--- src/spq_pkg.sv ---
`default_nettype none

package spq_pkg;

   // Operation codes carried in the request.
   localparam logic OP_ADD   = 1'b0;
   localparam logic OP_SERVE = 1'b1;

   // Status codes returned with every response.
   localparam logic [1:0] ST_ADDED  = 2'd0;
   localparam logic [1:0] ST_SERVED = 2'd1;
   localparam logic [1:0] ST_EMPTY  = 2'd2;
   localparam logic [1:0] ST_FULL   = 2'd3;

   typedef struct packed {
      logic        operation;
      logic [15:0] process_id;
      logic [7:0]  priority_req;
   } spq_req_type;

   typedef struct packed {
      logic [1:0]  status;
      logic [15:0] served_id;
      logic [7:0]  served_priority;
      logic [4:0]  waiting_count;
   } spq_rsp_type;

   // Row-wide command broadcast to every cell.
   typedef struct packed {
      logic add;
      logic serve;
   } spq_cell_ctrl_type;

endpackage

`default_nettype wire

--- src/stable_priority_queue.sv ---
`default_nettype none

// Stable priority queue built as a row of CAPACITY cells kept sorted by
// ascending priority value, with the head in cell 0. A transaction either adds
// an entry, which lands behind every waiting entry of equal or lower priority
// value, or serves the head. Every cell compares its priority with the new one
// in the same cycle and either holds, loads the new entry or takes its
// neighbor's entry, so one transaction is taken on every clock cycle and busy
// never rises. Each transaction produces exactly one response, presented on
// rsp_data for a single cycle with rsp_valid high on the cycle after the
// transaction is accepted. The receiver cannot stall the response, so it must
// capture it on that cycle. An add to a full queue is rejected with the full
// status and a serve of an empty queue returns the empty status; neither
// changes the contents. The served identifier and priority read zero unless
// the status is served, and waiting_count is the occupancy after the
// transaction.

module stable_priority_queue
   import spq_pkg::*;
#(
   parameter int CAPACITY      = 16,
   parameter int ID_BITS       = 16,
   parameter int PRIORITY_BITS = 8
) (
   input  wire logic        clock,
   input  wire logic        reset,
   input  wire logic        start,
   input  wire spq_req_type req_data,
   output logic             busy,
   output logic             rsp_valid,
   output spq_rsp_type      rsp_data
);

   localparam int CW = $clog2(CAPACITY + 1);

   logic [CW-1:0] count_ff, count_in;
   logic          rsp_valid_ff;
   spq_rsp_type   rsp_ff, rsp_in;

   logic              accept;
   logic              full;
   logic              empty;
   spq_cell_ctrl_type ctrl;

   logic [ID_BITS-1:0]       new_id;
   logic [PRIORITY_BITS-1:0] new_pri;

   logic [ID_BITS-1:0]       cell_id   [CAPACITY];
   logic [PRIORITY_BITS-1:0] cell_pri  [CAPACITY];
   logic [CAPACITY-1:0]      cell_after;
   logic [CAPACITY-1:0]      occupied;

   // busy is tied low: the block never stalls, so it is always ready.
   assign busy   = 1'b0;
   assign accept = start && !busy;

   assign full  = (count_ff == CW'(CAPACITY));
   assign empty = (count_ff == '0);

   assign new_id  = ID_BITS'(req_data.process_id);
   assign new_pri = PRIORITY_BITS'(req_data.priority_req);

   // Rejected operations leave the row untouched.
   assign ctrl.add   = accept && (req_data.operation == OP_ADD) && !full;
   assign ctrl.serve = accept && (req_data.operation == OP_SERVE) && !empty;

   genvar g;
   generate
      for (g = 0; g < CAPACITY; g++) begin : g_cell
         logic [ID_BITS-1:0]       l_id, r_id;
         logic [PRIORITY_BITS-1:0] l_pri, r_pri;
         logic                     l_after;

         assign occupied[g] = (CW'(g) < count_ff);

         // The head cell sees a virtual neighbor that always lies ahead of
         // the new entry; the tail cell refills from itself on a serve,
         // which only ever affects an unoccupied slot.
         if (g == 0) begin : g_head
            assign l_id    = new_id;
            assign l_pri   = new_pri;
            assign l_after = 1'b1;
         end else begin : g_body
            assign l_id    = cell_id[g-1];
            assign l_pri   = cell_pri[g-1];
            assign l_after = cell_after[g-1];
         end

         if (g == CAPACITY - 1) begin : g_tail
            assign r_id  = cell_id[g];
            assign r_pri = cell_pri[g];
         end else begin : g_inner
            assign r_id  = cell_id[g+1];
            assign r_pri = cell_pri[g+1];
         end

         spq_cell #(
            .IDW (ID_BITS),
            .PW  (PRIORITY_BITS)
         ) u_cell (
            .clock      (clock),
            .ctrl       (ctrl),
            .occupied   (occupied[g]),
            .new_id     (new_id),
            .new_pri    (new_pri),
            .left_id    (l_id),
            .left_pri   (l_pri),
            .left_after (l_after),
            .right_id   (r_id),
            .right_pri  (r_pri),
            .id_out     (cell_id[g]),
            .pri_out    (cell_pri[g]),
            .after_out  (cell_after[g])
         );
      end
   endgenerate

   // Occupancy follows the accepted adds and serves.
   always_comb begin
      count_in = count_ff;
      if (ctrl.add) begin
         count_in = count_ff + CW'(1);
      end else if (ctrl.serve) begin
         count_in = count_ff - CW'(1);
      end
   end

   // The response is assembled from the head cell before it shifts out.
   always_comb begin
      rsp_in                 = '0;
      rsp_in.waiting_count   = 5'(count_in);
      if (req_data.operation == OP_ADD) begin
         rsp_in.status = full ? ST_FULL : ST_ADDED;
      end else if (empty) begin
         rsp_in.status = ST_EMPTY;
      end else begin
         rsp_in.status          = ST_SERVED;
         rsp_in.served_id       = 16'(cell_id[0]);
         rsp_in.served_priority = 8'(cell_pri[0]);
      end
   end

   always_ff @(posedge clock) begin
      if (reset) begin
         count_ff     <= '0;
         rsp_valid_ff <= 1'b0;
      end else begin
         count_ff     <= count_in;
         rsp_valid_ff <= accept;
      end
   end

   always_ff @(posedge clock) begin
      if (accept) begin
         rsp_ff <= rsp_in;
      end
   end

   assign rsp_valid = rsp_valid_ff;
   assign rsp_data  = rsp_ff;

endmodule

`default_nettype wire

--- src/spq_cell.sv ---
`default_nettype none

module spq_cell
   import spq_pkg::*;
#(
   parameter int IDW = 16,
   parameter int PW  = 8
) (
   input  wire logic              clock,
   input  wire spq_cell_ctrl_type ctrl,
   input  wire logic              occupied,
   input  wire logic [IDW-1:0]    new_id,
   input  wire logic [PW-1:0]     new_pri,
   input  wire logic [IDW-1:0]    left_id,
   input  wire logic [PW-1:0]     left_pri,
   input  wire logic              left_after,
   input  wire logic [IDW-1:0]    right_id,
   input  wire logic [PW-1:0]     right_pri,
   output logic [IDW-1:0]         id_out,
   output logic [PW-1:0]          pri_out,
   output logic                   after_out
);

   logic [IDW-1:0] id_ff, id_in;
   logic [PW-1:0]  pri_ff, pri_in;

   // The new entry belongs behind this cell when this cell holds an entry
   // whose priority is not larger; equal priorities stay first in, first out.
   assign after_out = occupied && (pri_ff <= new_pri);

   always_comb begin
      id_in  = id_ff;
      pri_in = pri_ff;
      if (ctrl.add) begin
         if (!after_out && left_after) begin
            id_in  = new_id;
            pri_in = new_pri;
         end else if (!after_out) begin
            id_in  = left_id;
            pri_in = left_pri;
         end
      end else if (ctrl.serve) begin
         id_in  = right_id;
         pri_in = right_pri;
      end
   end

   always_ff @(posedge clock) begin
      id_ff  <= id_in;
      pri_ff <= pri_in;
   end

   assign id_out  = id_ff;
   assign pri_out = pri_ff;

endmodule

`default_nettype wire
--- config.mk ---
export PLATFORM = sky130hd
export DESIGN_NAME = stable_priority_queue
export DESIGN_NICKNAME = d
export VERILOG_FILES = /design/src/spq_pkg.sv /design/src/stable_priority_queue.sv /design/src/spq_cell.sv
export SDC_FILE = /design/constraint.sdc
export NUM_CORES = 1
export LEC_CHECK = 0
export BUFFER_PORTS_ARGS = -buffer_cell sky130_fd_sc_hd__buf_4
export CAP_MARGIN = 10
export CORE_MARGIN = 10
export CORE_UTILIZATION = 40
export DETAILED_ROUTE_END_ITERATION = 7
export SLEW_MARGIN = 10
export SYNTH_ARGS = -nofsm -noshare
export SYNTH_HDL_FRONTEND = slang
export SYNTH_SLANG_ARGS = --single-unit
export TNS_END_PERCENT = 1
--- constraint.sdc ---
create_clock -name clock -period 4.4 [get_ports clock]
set_input_delay 0 -clock clock [delete_from_list [all_inputs] [get_ports clock]]
set_output_delay 0 -clock clock [all_outputs]
set_load 0.01 [all_outputs]
==> impl_table.tex, run 1 <==
\begin{tabular}{lr}
\hline
Metric & Value \\
\hline
\multicolumn{2}{l}{\textbf{Cells and area}} \\
\quad Number of nets at the end of the flow & 2333 \\
\quad Post-route cell area & 26500 um\^{}2 \\
\quad Area Growth Syn to Fin & 11.0\% \\
\quad Share of layout cells above drive strength 1 & 0.101 \\
\quad Total of fill cells in the finished design & 5594 \\
\quad FF+latch area & 12600 um\^{}2 \\
\quad Post-layout utilization of the core & 0.449 \\
\quad Multi-input gate area in the final layout & 10400 um\^{}2 \\
\multicolumn{2}{l}{\textbf{Routing}} \\
\quad Average wire length per cell after detail routing & 19.5 um \\
\quad Routed wire length & 58200 um \\
\quad Post-detailed-route DRC marker count & 0 \\
\quad Via total after detailed routing & 16.8k \\
\quad Antenna-violating nets left & 0 \\
\quad Number of violations reported at the end of detailed-routing iteration 0 & 1203 \\
\quad Via density per instance & 5.64 \\
\quad Length of the first detailed-routing pass in iterations & 5 \\
\multicolumn{2}{l}{\textbf{Critical path}} \\
\quad Worst path required time & 4690 ps \\
\quad Max stage delay cell, worst path & sky130\_fd\_sc\_hd\_\_inv\_1 \\
\quad Maximum single-stage delay on the critical path & 610 ps \\
\quad Critical Path Start Type & input port \\
\quad Most used cell, CP & sky130\_fd\_sc\_hd\_\_buf\_4 \\
\quad Type of destination of the critical path & flip-flop \\
\quad Worst-path cell chain & dlygate4sd3\_1 > buf\_4 > inv\_1 > ha\_1 > nor2b\_1 > o211ai\_1 > a211oi\_1 > nor3\_1 > a21boi\_4 > buf\_4 > mux2i\_1 > o21ai\_0 \\
\quad Type of the setup path with the least slack & input port to flip-flop \\
\quad Crit-path leading delay family & buffers and inverters \\
\quad Number of buffer and inverter stages on the critical path & 4 \\
\quad Worst path arrival time & 3780 ps \\
\quad Worst-path fanout max & 20 \\
\multicolumn{2}{l}{\textbf{Synthesis}} \\
\quad Total number of yosys warnings & 0 \\
\quad Number of enable flip-flop cells after synthesis & 415 \\
\quad Post-Synth XOR/XNOR Area & 0.00147 \\
\quad Synth Flop Type & sky130\_fd\_sc\_hd\_\_edfxtp\_1 \\
\quad Proportion of netlist area held by the largest area contributor & 0.522 \\
\quad Main combinational cell family by area after synthesis & multiplexers \\
\quad Net Count, Synth & around 2.3k \\
\quad Synth top area cells & sky130\_fd\_sc\_hd\_\_edfxtp\_1 52\%, sky130\_fd\_sc\_hd\_\_mux2i\_1 12\%, sky130\_fd\_sc\_hd\_\_ha\_1 6.9\% \\
\quad Cell taking the most area after synthesis & sky130\_fd\_sc\_hd\_\_edfxtp\_1 \\
\quad Synth async-reset ratio & 0 \\
\quad Post-synthesis share of cell area spent on full adders, half adders and majority gates & 0.0691 \\
\quad Library cells used by synthesis & 60 \\
\quad Syn avg cell area & 11.1 um\^{}2 \\
\quad Area share of and/or/nand/nor cells after synthesis & 0.109 \\
\quad Multiplexer fraction of the synthesized cell area & 0.131 \\
\quad Mapped cell area & 23900 um\^{}2 \\
\quad Sequential fraction of the synthesis area & 0.527 \\
\quad Register bit count reported by yosys & between 400 and 500 \\
\quad Compound-gate portion of the synthesized area & 0.118 \\
\quad Number of instances in the synthesized netlist & roughly 2.2k \\
\quad Most numerous cell types in the synthesized netlist & 415 x sky130\_fd\_sc\_hd\_\_edfxtp\_1, 362 x sky130\_fd\_sc\_hd\_\_nand2\_1, 284 x sky130\_fd\_sc\_hd\_\_mux2i\_1, 252 x sky130\_fd\_sc\_hd\_\_o21ai\_0, 132 x sky130\_fd\_sc\_hd\_\_ha\_1 \\
\quad Dominant cell by count in the synthesized netlist & sky130\_fd\_sc\_hd\_\_edfxtp\_1 \\
\multicolumn{2}{l}{\textbf{Timing}} \\
\quad Total negative setup slack & 0 ps \\
\quad Final clock period utilization by the worst path & 0.791 \\
\quad Setup repair after global routing missed its margin & no \\
\quad Highest attainable clock frequency & 287 MHz \\
\quad Setup violators final & 0 \\
\quad Clock Skew & 16.1 ps \\
\quad Transition at the pin with the smallest max-transition slack & 944 ps \\
\quad Final Max Slew Viols & 0 \\
\quad Clock period minus final worst setup slack & about 3500 ps \\
\quad Least setup slack across all paths after layout & 917 ps \\
\quad Slew HR & 0.369 \\
\quad Number of failing hold endpoints at the final stage & 0 \\
\multicolumn{2}{l}{\textbf{CTS}} \\
\quad Number of buffers between clock root and the deepest sink & 3 \\
\quad Total CTS buffers & 45 \\
\quad Worst-skew pair later-pin latency & $\sim$600 ps \\
\quad Level count of the clock H-tree & 2 \\
\quad Total number of clock tree sinks & between 400 and 500 \\
\quad Clock slew at reported path FFs & 70 ps \\
\quad Setup repair bufs after CTS & 0 \\
\quad CTS root buf & sky130\_fd\_sc\_hd\_\_clkbuf\_16 \\
\quad CTS tree & yes \\
\multicolumn{2}{l}{\textbf{Pwr}} \\
\quad Areal power density over the cells & 433 nW/um\^{}2 \\
\quad Total internal power & just over 8 mW \\
\quad Fraction of power spent switching nets & 0.294 \\
\quad IR Drop Worst-Case VDD & around 280 uV \\
\quad Combinational Power Share & 0.199 \\
\quad Share of power burned in the clock network & 0.327 \\
\quad Net switching power of the design & 3.37 mW \\
\quad Part of the total power dissipated in sequential elements & 0.473 \\
\quad Cell leakage power & roughly 10 nW \\
\multicolumn{2}{l}{\textbf{Global routing}} \\
\quad Vias in the first global route & between 15k and 20k \\
\quad Initial antenna violation count & 1 \\
\quad Global router's overall resource usage & 0.163 \\
\quad Leftover overflow at the end of global routing & 0 \\
\quad Largest net degree at the start of global routing & approximately 190 \\
\quad First-pass GRT wire length & 94600 um \\
\multicolumn{2}{l}{\textbf{Floorplan}} \\
\quad IO Pins & 61 \\
\quad Initial core utilization & 0.405 \\
\quad Total number of placement rows & 89 \\
\quad Placeable Area & 59000 um\^{}2 \\
\quad Total Die Area & roughly 70000 um\^{}2 \\
\quad DIE WIDTH & 264 um \\
\quad Die Y-Extent & 264 um \\
\multicolumn{2}{l}{\textbf{Placement}} \\
\quad Worst setup slack after placement & 933 ps \\
\quad Final weighted congestion of routability-driven global placement & $\sim$0.82 \\
\quad Placed standard-cell area & 24800 um\^{}2 \\
\quad Quantity of I/O buffers inserted on ports & 59 \\
\quad Half-perimeter wire length of the detailed placement result & 41200 um \\
\multicolumn{2}{l}{\textbf{Hold path}} \\
\quad Worst hold path class & input port to flip-flop \\
\multicolumn{2}{l}{\textbf{Outcome}} \\
\quad Outcome & finished, final reports clean \\
\multicolumn{2}{l}{\textbf{Run}} \\
\quad Max-cap violations & 0 \\
\hline
\end{tabular}
## layout make-up
| type | instances | area share |
|---|---|---|
| well taps | 773 | 0.0365 |
| clock inverters | 23 | 0.00774 |
| multi-input cells | 1545 | 0.391 |
| diodes | 1 | 0.0000944 |
| repair buffers | 129 | 0.0404 |
| clock buffers | 60 | 0.0454 |
| flip-flops and latches | 421 | 0.474 |
| inverters | 31 | 0.00439 |
## flip-flops by register name, summed over array words and instances (netlist names)
register	count
rsp_data	31
rsp_valid	1
count_ff	5
g_cell.u_cell.pri_out	128
g_cell.u_cell.id_out	256
## final timing paths
path / from / end / slack, ps / cells past startpoint
worst min register to register: g_cell[15].u_cell.id_out[1]$_DFFE_PP_ / g_cell[14].u_cell.id_out[1]$_DFFE_PP_ / 530 / 2
worst max register to register: g_cell[13].u_cell.pri_out[1]$_DFFE_PP_ / g_cell[14].u_cell.id_out[6]$_DFFE_PP_ / 1300 / 9
worst max-delay path: req_data[1] / g_cell[14].u_cell.id_out[6]$_DFFE_PP_ / 920 / 12
worst min-delay path: req_data[0] / g_cell[7].u_cell.pri_out[0]$_DFFE_PP_ / 70 / 3
## kinds of logic after synthesis
logic type | after synthesis
simple gates | 601
compound gates | 497
flops | 421
mux | 310
buf+inv | 189
fa+ha+maj | 132
xor+xnor | 4
other cells | 1
## layout by cell type (no fill, tap or decap), types with 3 or more instances in the layout
| cell type | count |
|---|---|
| sky130_fd_sc_hd__a21oi_1 | 108 |
| sky130_fd_sc_hd__a31oi_2 | 4 |
| sky130_fd_sc_hd__bufinv_16 | 3 |
| sky130_fd_sc_hd__nor2_1 | 78 |
| sky130_fd_sc_hd__nor2b_1 | 21 |
| sky130_fd_sc_hd__nand4_1 | 25 |
| sky130_fd_sc_hd__nor3_1 | 10 |
| sky130_fd_sc_hd__o31a_1 | 4 |
| sky130_fd_sc_hd__mux2i_1 | 284 |
| sky130_fd_sc_hd__o21bai_1 | 3 |
| sky130_fd_sc_hd__clkinv_2 | 9 |
| sky130_fd_sc_hd__mux2_2 | 26 |
| sky130_fd_sc_hd__dlygate4sd3_1 | 26 |
| sky130_fd_sc_hd__dfxtp_1 | 6 |
| sky130_fd_sc_hd__o21ai_1 | 9 |
| sky130_fd_sc_hd__inv_1 | 31 |
| sky130_fd_sc_hd__ha_1 | 132 |
| sky130_fd_sc_hd__and4_1 | 4 |
| sky130_fd_sc_hd__o21a_1 | 4 |
| sky130_fd_sc_hd__o211ai_1 | 60 |
| sky130_fd_sc_hd__a21oi_2 | 11 |
| sky130_fd_sc_hd__and2_1 | 26 |
| sky130_fd_sc_hd__clkbuf_16 | 46 |
| sky130_fd_sc_hd__o21ai_0 | 252 |
| sky130_fd_sc_hd__buf_12 | 3 |
| sky130_fd_sc_hd__a21o_1 | 6 |
| sky130_fd_sc_hd__a211oi_1 | 9 |
| sky130_fd_sc_hd__edfxtp_1 | 415 |
| sky130_fd_sc_hd__nand2b_1 | 5 |
| sky130_fd_sc_hd__nand2_1 | 361 |
| sky130_fd_sc_hd__o221ai_1 | 4 |
| sky130_fd_sc_hd__clkinv_1 | 9 |
| sky130_fd_sc_hd__nand3_1 | 57 |
| sky130_fd_sc_hd__clkbuf_1 | 14 |
| sky130_fd_sc_hd__buf_4 | 100 |
## power groups by stage
stage	Sequential [mW]	Combinational (mW)	Clock, mW
finish	5.43	2.29	3.75
detailed placement	5.51	2.27	0
CTS	5.43	2.30	3.85
global placement	5.51	2.19	0
floorplan	5.40	1.68	0
global route	5.49	2.58	3.99
## worst reg2reg max path, stage by stage (launching register included)
cell                       delay, ps
sky130_fd_sc_hd__edfxtp_1        450
sky130_fd_sc_hd__ha_1            330
sky130_fd_sc_hd__nor2b_1         150
sky130_fd_sc_hd__o211ai_1        260
sky130_fd_sc_hd__a211oi_1        150
sky130_fd_sc_hd__nor3_1          330
sky130_fd_sc_hd__a21boi_4        360
sky130_fd_sc_hd__buf_4           420
sky130_fd_sc_hd__mux2i_1         270
sky130_fd_sc_hd__o21ai_0         110
## through the flow
stage,total power [mW],hold slack [ps],cells
3_3_place_gp,7.70,238,2873
4_1_cts,11.6,31.4,2982
5_1_grt,12.1,73.5,2983
2_1_floorplan,7.08,71.6,2155
3_5_place_dp,7.79,245,2873
6_report,11.5,71.7,2983
## routing by layer
metal  wire, um  vias up  share of wire  GRT usage
met1      26200     8381           0.45      0.212
li1           -     8022              -          -
met2      28300      337           0.49      0.275
met4       1410        0          0.024     0.0537
met3       2290       85          0.039     0.0228
met5          0        -              0          0
## what timing repair did
action | 4_1_cts | 5_1_grt
gates resized for setup | 0 | 0
hold buffers | 26 | 0
hold endpoints to repair | 329 | 0
No activity file was read; power rests on OpenSTA's default activity.
==> inputs of run 2 (changes only) <==
Settings changed: ABC_AREA set to 1.
Clock period 4.4 ns to 2.79 ns, I/O delays scaled along.
==> impl_table.tex, run 2 <==
\begin{tabular}{lr}
\hline
Metric & Value \\
\hline
\multicolumn{2}{l}{\textbf{Placement}} \\
\quad Worst setup slack after placement & 289 ps (-644 ps) \\
\quad Number of placed instances with taps included & 4218 (+47\%) \\
\quad Half-perimeter wire length of the detailed placement result & 52700 um (+28\%) \\
\quad Quantity of I/O buffers inserted on ports & 59 (unchanged) \\
\quad Final weighted congestion of routability-driven global placement & 0.844 (+3.2\%) \\
\multicolumn{2}{l}{\textbf{Cells and area}} \\
\quad FF+latch area & 12600 um\^{}2 (unchanged) \\
\quad Number of flip-flops under the largest register name & 256 (unchanged) \\
\quad Antenna diode instance count & 0 (-1) \\
\quad Number of nets at the end of the flow & 3570 (+53\%) \\
\quad Commonest non-fill, non-tap cells in the layout & 1260 x sky130\_fd\_sc\_hd\_\_nand2\_1, 677 x sky130\_fd\_sc\_hd\_\_nand3\_1, 431 x sky130\_fd\_sc\_hd\_\_inv\_1 \\
\quad Multi-input gate area in the final layout & 11200 um\^{}2 (+8.4\%) \\
\quad Post-Layout Cell Count & 4311 (+45\%) \\
\quad Total of fill cells in the finished design & 6624 (+18\%) \\
\quad Share of layout cells above drive strength 1 & 0.0763 (-0.0247) \\
\quad Area Growth Syn to Fin & 12.4\% \\
\quad Leading cell type in the layout, fill and taps excluded & sky130\_fd\_sc\_hd\_\_nand2\_1 \\
\multicolumn{2}{l}{\textbf{Floorplan}} \\
\quad Total Die Area & 76800 um\^{}2 (+9.8\%) \\
\quad IO Pins & 61 (unchanged) \\
\quad DIE WIDTH & 277 um (+4.8\%) \\
\quad Total number of placement rows & 94 (+5.6\%) \\
\quad Placeable Area & 65600 um\^{}2 (+11\%) \\
\quad Die Y-Extent & 277 um (+4.8\%) \\
\quad Initial core utilization & 0.403 (-0.00192) \\
\multicolumn{2}{l}{\textbf{Synthesis}} \\
\quad Sequential fraction of the synthesis area & 0.476 (-0.0508) \\
\quad Proportion of netlist area held by the largest area contributor & 0.471 (-0.0503) \\
\quad Register bit count reported by yosys & 421 (unchanged) \\
\quad Mapped cell area & 26400 um\^{}2 (+11\%) \\
\quad Syn avg cell area & 7.77 um\^{}2 (-30\%) \\
\quad Synth top area cells & sky130\_fd\_sc\_hd\_\_edfxtp\_1 47\%, sky130\_fd\_sc\_hd\_\_nand2\_1 18\%, sky130\_fd\_sc\_hd\_\_nand3\_1 13\% \\
\quad Dominant cell by count in the synthesized netlist & sky130\_fd\_sc\_hd\_\_nand2\_1 \\
\quad Total number of yosys warnings & 0 (unchanged) \\
\quad Library cells used by synthesis & 36 (-40\%) \\
\quad Number of instances in the synthesized netlist & 3403 (+58\%) \\
\quad Cell taking the most area after synthesis & sky130\_fd\_sc\_hd\_\_edfxtp\_1 \\
\quad Synth Flop Type & sky130\_fd\_sc\_hd\_\_edfxtp\_1 \\
\quad Number of enable flip-flop cells after synthesis & 415 (unchanged) \\
\quad Synth async-reset ratio & 0 (unchanged) \\
\quad Most numerous cell types in the synthesized netlist & 1260 x sky130\_fd\_sc\_hd\_\_nand2\_1, 677 x sky130\_fd\_sc\_hd\_\_nand3\_1, 431 x sky130\_fd\_sc\_hd\_\_inv\_1, 415 x sky130\_fd\_sc\_hd\_\_edfxtp\_1, 132 x sky130\_fd\_sc\_hd\_\_ha\_1 \\
\quad Net Count, Synth & 3563 (+54\%) \\
\multicolumn{2}{l}{\textbf{Global routing}} \\
\quad First-pass GRT wire length & 122000 um (+29\%) \\
\quad Leftover overflow at the end of global routing & 0 (unchanged) \\
\quad Global router's overall resource usage & 0.192 (+0.0291) \\
\quad Largest net degree at the start of global routing & 76 (-60\%) \\
\quad Initial antenna violation count & 0 (-1) \\
\quad Vias in the first global route & 21.5k (+23\%) \\
\multicolumn{2}{l}{\textbf{CTS}} \\
\quad Clock slew at reported path FFs & 60 ps (about the same) \\
\quad Setup repair bufs after CTS & 0 (unchanged) \\
\quad Number of gates resized after cts & 0 (unchanged) \\
\quad Level count of the clock H-tree & 2 (unchanged) \\
\quad Number of buffers between clock root and the deepest sink & 3 (unchanged) \\
\quad Worst-skew pair later-pin latency & 620 ps (+30 ps) \\
\quad Total number of clock tree sinks & 421 (unchanged) \\
\quad CTS root buf & sky130\_fd\_sc\_hd\_\_clkbuf\_16 \\
\quad CTS tree & yes \\
\quad Total CTS buffers & 49 (+8.9\%) \\
\quad Number of buffers inserted by hold repair at cts & 5 (-81\%) \\
\multicolumn{2}{l}{\textbf{Pwr}} \\
\quad Cell leakage power & 14.5 nW (+45\%) \\
\quad IR Drop Worst-Case VDD & 514 uV (+80\%) \\
\quad Design Power & 22.6 mW (+97\%) \\
\quad Areal power density over the cells & 760 nW/um\^{}2 (+76\%) \\
\multicolumn{2}{l}{\textbf{Routing}} \\
\quad Length of the first detailed-routing pass in iterations & 6 (+1) \\
\quad Antenna-violating nets left & 0 (unchanged) \\
\quad Average wire length per cell after detail routing & 17.5 um (-10\%) \\
\quad Number of violations reported at the end of detailed-routing iteration 0 & 1945 (+62\%) \\
\quad Via density per instance & 5.14 (-8.9\%) \\
\quad Post-detailed-route DRC marker count & 0 (unchanged) \\
\quad Routed wire length & 75400 um (+30\%) \\
\quad Via total after detailed routing & 22.2k (+32\%) \\
\multicolumn{2}{l}{\textbf{Critical path}} \\
\quad Launch instance of the worst register-to-register path & g\_cell[3].u\_cell.pri\_out[7]\$\_DFFE\_PP\_ \\
\quad Setup crit start & g\_cell[3].u\_cell.pri\_out[7]\$\_DFFE\_PP\_ \\
\quad Type of destination of the critical path & flip-flop \\
\quad Max stage delay cell, worst path & sky130\_fd\_sc\_hd\_\_edfxtp\_1 \\
\quad Crit-path leading delay family & simple AND/OR/NAND/NOR gates \\
\quad Number of buffer and inverter stages on the critical path & 1 (-3) \\
\quad Most used cell, CP & sky130\_fd\_sc\_hd\_\_nand2\_1 \\
\quad Worst-path cell chain & ha\_1 > nand2\_1 > nor2\_1 > nand4\_1 > nand2\_1 > nand2\_1 > nand2\_1 > buf\_4 > nand2\_1 > nand3\_1 > nand2\_1 \\
\quad Type of the setup path with the least slack & flip-flop to flip-flop \\
\quad Maximum single-stage delay on the critical path & 440 ps (-170 ps) \\
\quad Worst path arrival time & 2890 ps (-890 ps) \\
\quad Critical Path Start Type & flip-flop \\
\quad Worst path required time & 3120 ps (-1570 ps) \\
\quad Worst-path fanout max & 19 (-5.0\%) \\
\multicolumn{2}{l}{\textbf{Outcome}} \\
\quad Outcome & finished, final reports clean \\
\multicolumn{2}{l}{\textbf{Timing}} \\
\quad Number of failing hold endpoints at the final stage & 0 (unchanged) \\
\quad Clock Skew & 42.1 ps (+26.0 ps) \\
\quad Final clock period utilization by the worst path & 0.919 \\
\quad Clock period minus final worst setup slack & 2560 ps \\
\quad Transition at the pin with the smallest max-transition slack & 925 ps (-19.2 ps) \\
\quad Smallest hold slack & 31.4 ps (-40.3 ps) \\
\quad Least setup slack across all paths after layout & 226 ps (-692 ps) \\
\quad Highest attainable clock frequency & about 390 MHz \\
\quad Setup repair after global routing missed its margin & no \\
\quad Final Max Slew Viols & 0 (unchanged) \\
\quad Setup violators final & 0 (unchanged) \\
\quad Slew HR & 0.383 (+0.0136) \\
\multicolumn{2}{l}{\textbf{Hold path}} \\
\quad Worst hold path class & input port to flip-flop \\
\quad Min-Delay Startpoint & req\_data[3] \\
\multicolumn{2}{l}{\textbf{Run}} \\
\quad Max-cap violations & 0 (unchanged) \\
\hline
\end{tabular}
-- run 2: path summary, 6_finish.rpt --
kind / slack [ps] / depth (start not counted) / to
max: 230 / 11 / g_cell[3].u_cell.id_out[0]$_DFFE_PP_
min: 30 / 4 / g_cell[0].u_cell.pri_out[3]$_DFFE_PP_
max reg2reg: 230 / 11 / g_cell[3].u_cell.id_out[0]$_DFFE_PP_
min reg2reg: 520 / 2 / g_cell[14].u_cell.id_out[3]$_DFFE_PP_
-- run 2: cell families after synthesis --
| group | count (synthesis) | synth area share |
|---|---|---|
| AND/OR/NAND/NOR | 2047 | 0.327 |
| buffers and inverters | 653 | 0.0996 |
| flip-flops | 421 | 0.476 |
| AO/OA/AOI/OAI | 145 | 0.0333 |
| adder cells (fa/ha/maj) | 132 | 0.0625 |
| XOR/XNOR | 4 | 0.00133 |
| other | 1 | 0.000142 |
-- run 2: area by class of cell --
cell class,instances,area share
tap,864,0.0364
clock inverter,25,0.00678
inverter,454,0.0576
sequential,421,0.424
clock buffer,63,0.0431
multi-input combinational,2329,0.379
timing repair buffer,155,0.0539
-- run 2: per-layer routing --
metal	part of all wire	GRT usage	routed length (um)
met1	0.47	0.268	35200
met2	0.45	0.307	34200
met3	0.054	0.0228	4080
met4	0.025	0.0555	1850
met5	0	0	0
-- run 2: through the flow --
| step | util | cell area [um^2] | setup TNS (ps) |
|---|---|---|---|
| floorplan | - | 26400 | -8960 |
| global placement | 0.429 | 28200 | 0 |
| detailed placement | 0.429 | 28200 | 0 |
| CTS | 0.453 | 29700 | 0 |
| global route | 0.453 | 29700 | 0 |
| finish | 0.453 | 29700 | 0 |
-- run 2: power by group --
part,switching [mW],internal [mW]
Clock,2.74,3.42
Sequential,0.742,8.75
Combinational,4.64,2.28
Total,8.12,14.5
-- run 2: worst register-to-register path: stages (launching register included) --
cell,delay [ps]
sky130_fd_sc_hd__edfxtp_1,440
sky130_fd_sc_hd__ha_1,320
sky130_fd_sc_hd__nand2_1,70
sky130_fd_sc_hd__nor2_1,160
sky130_fd_sc_hd__nand4_1,170
sky130_fd_sc_hd__nand2_1,110
sky130_fd_sc_hd__nand2_1,130
sky130_fd_sc_hd__nand2_1,240
sky130_fd_sc_hd__buf_4,300
sky130_fd_sc_hd__nand2_1,90
sky130_fd_sc_hd__nand3_1,190
sky130_fd_sc_hd__nand2_1,70
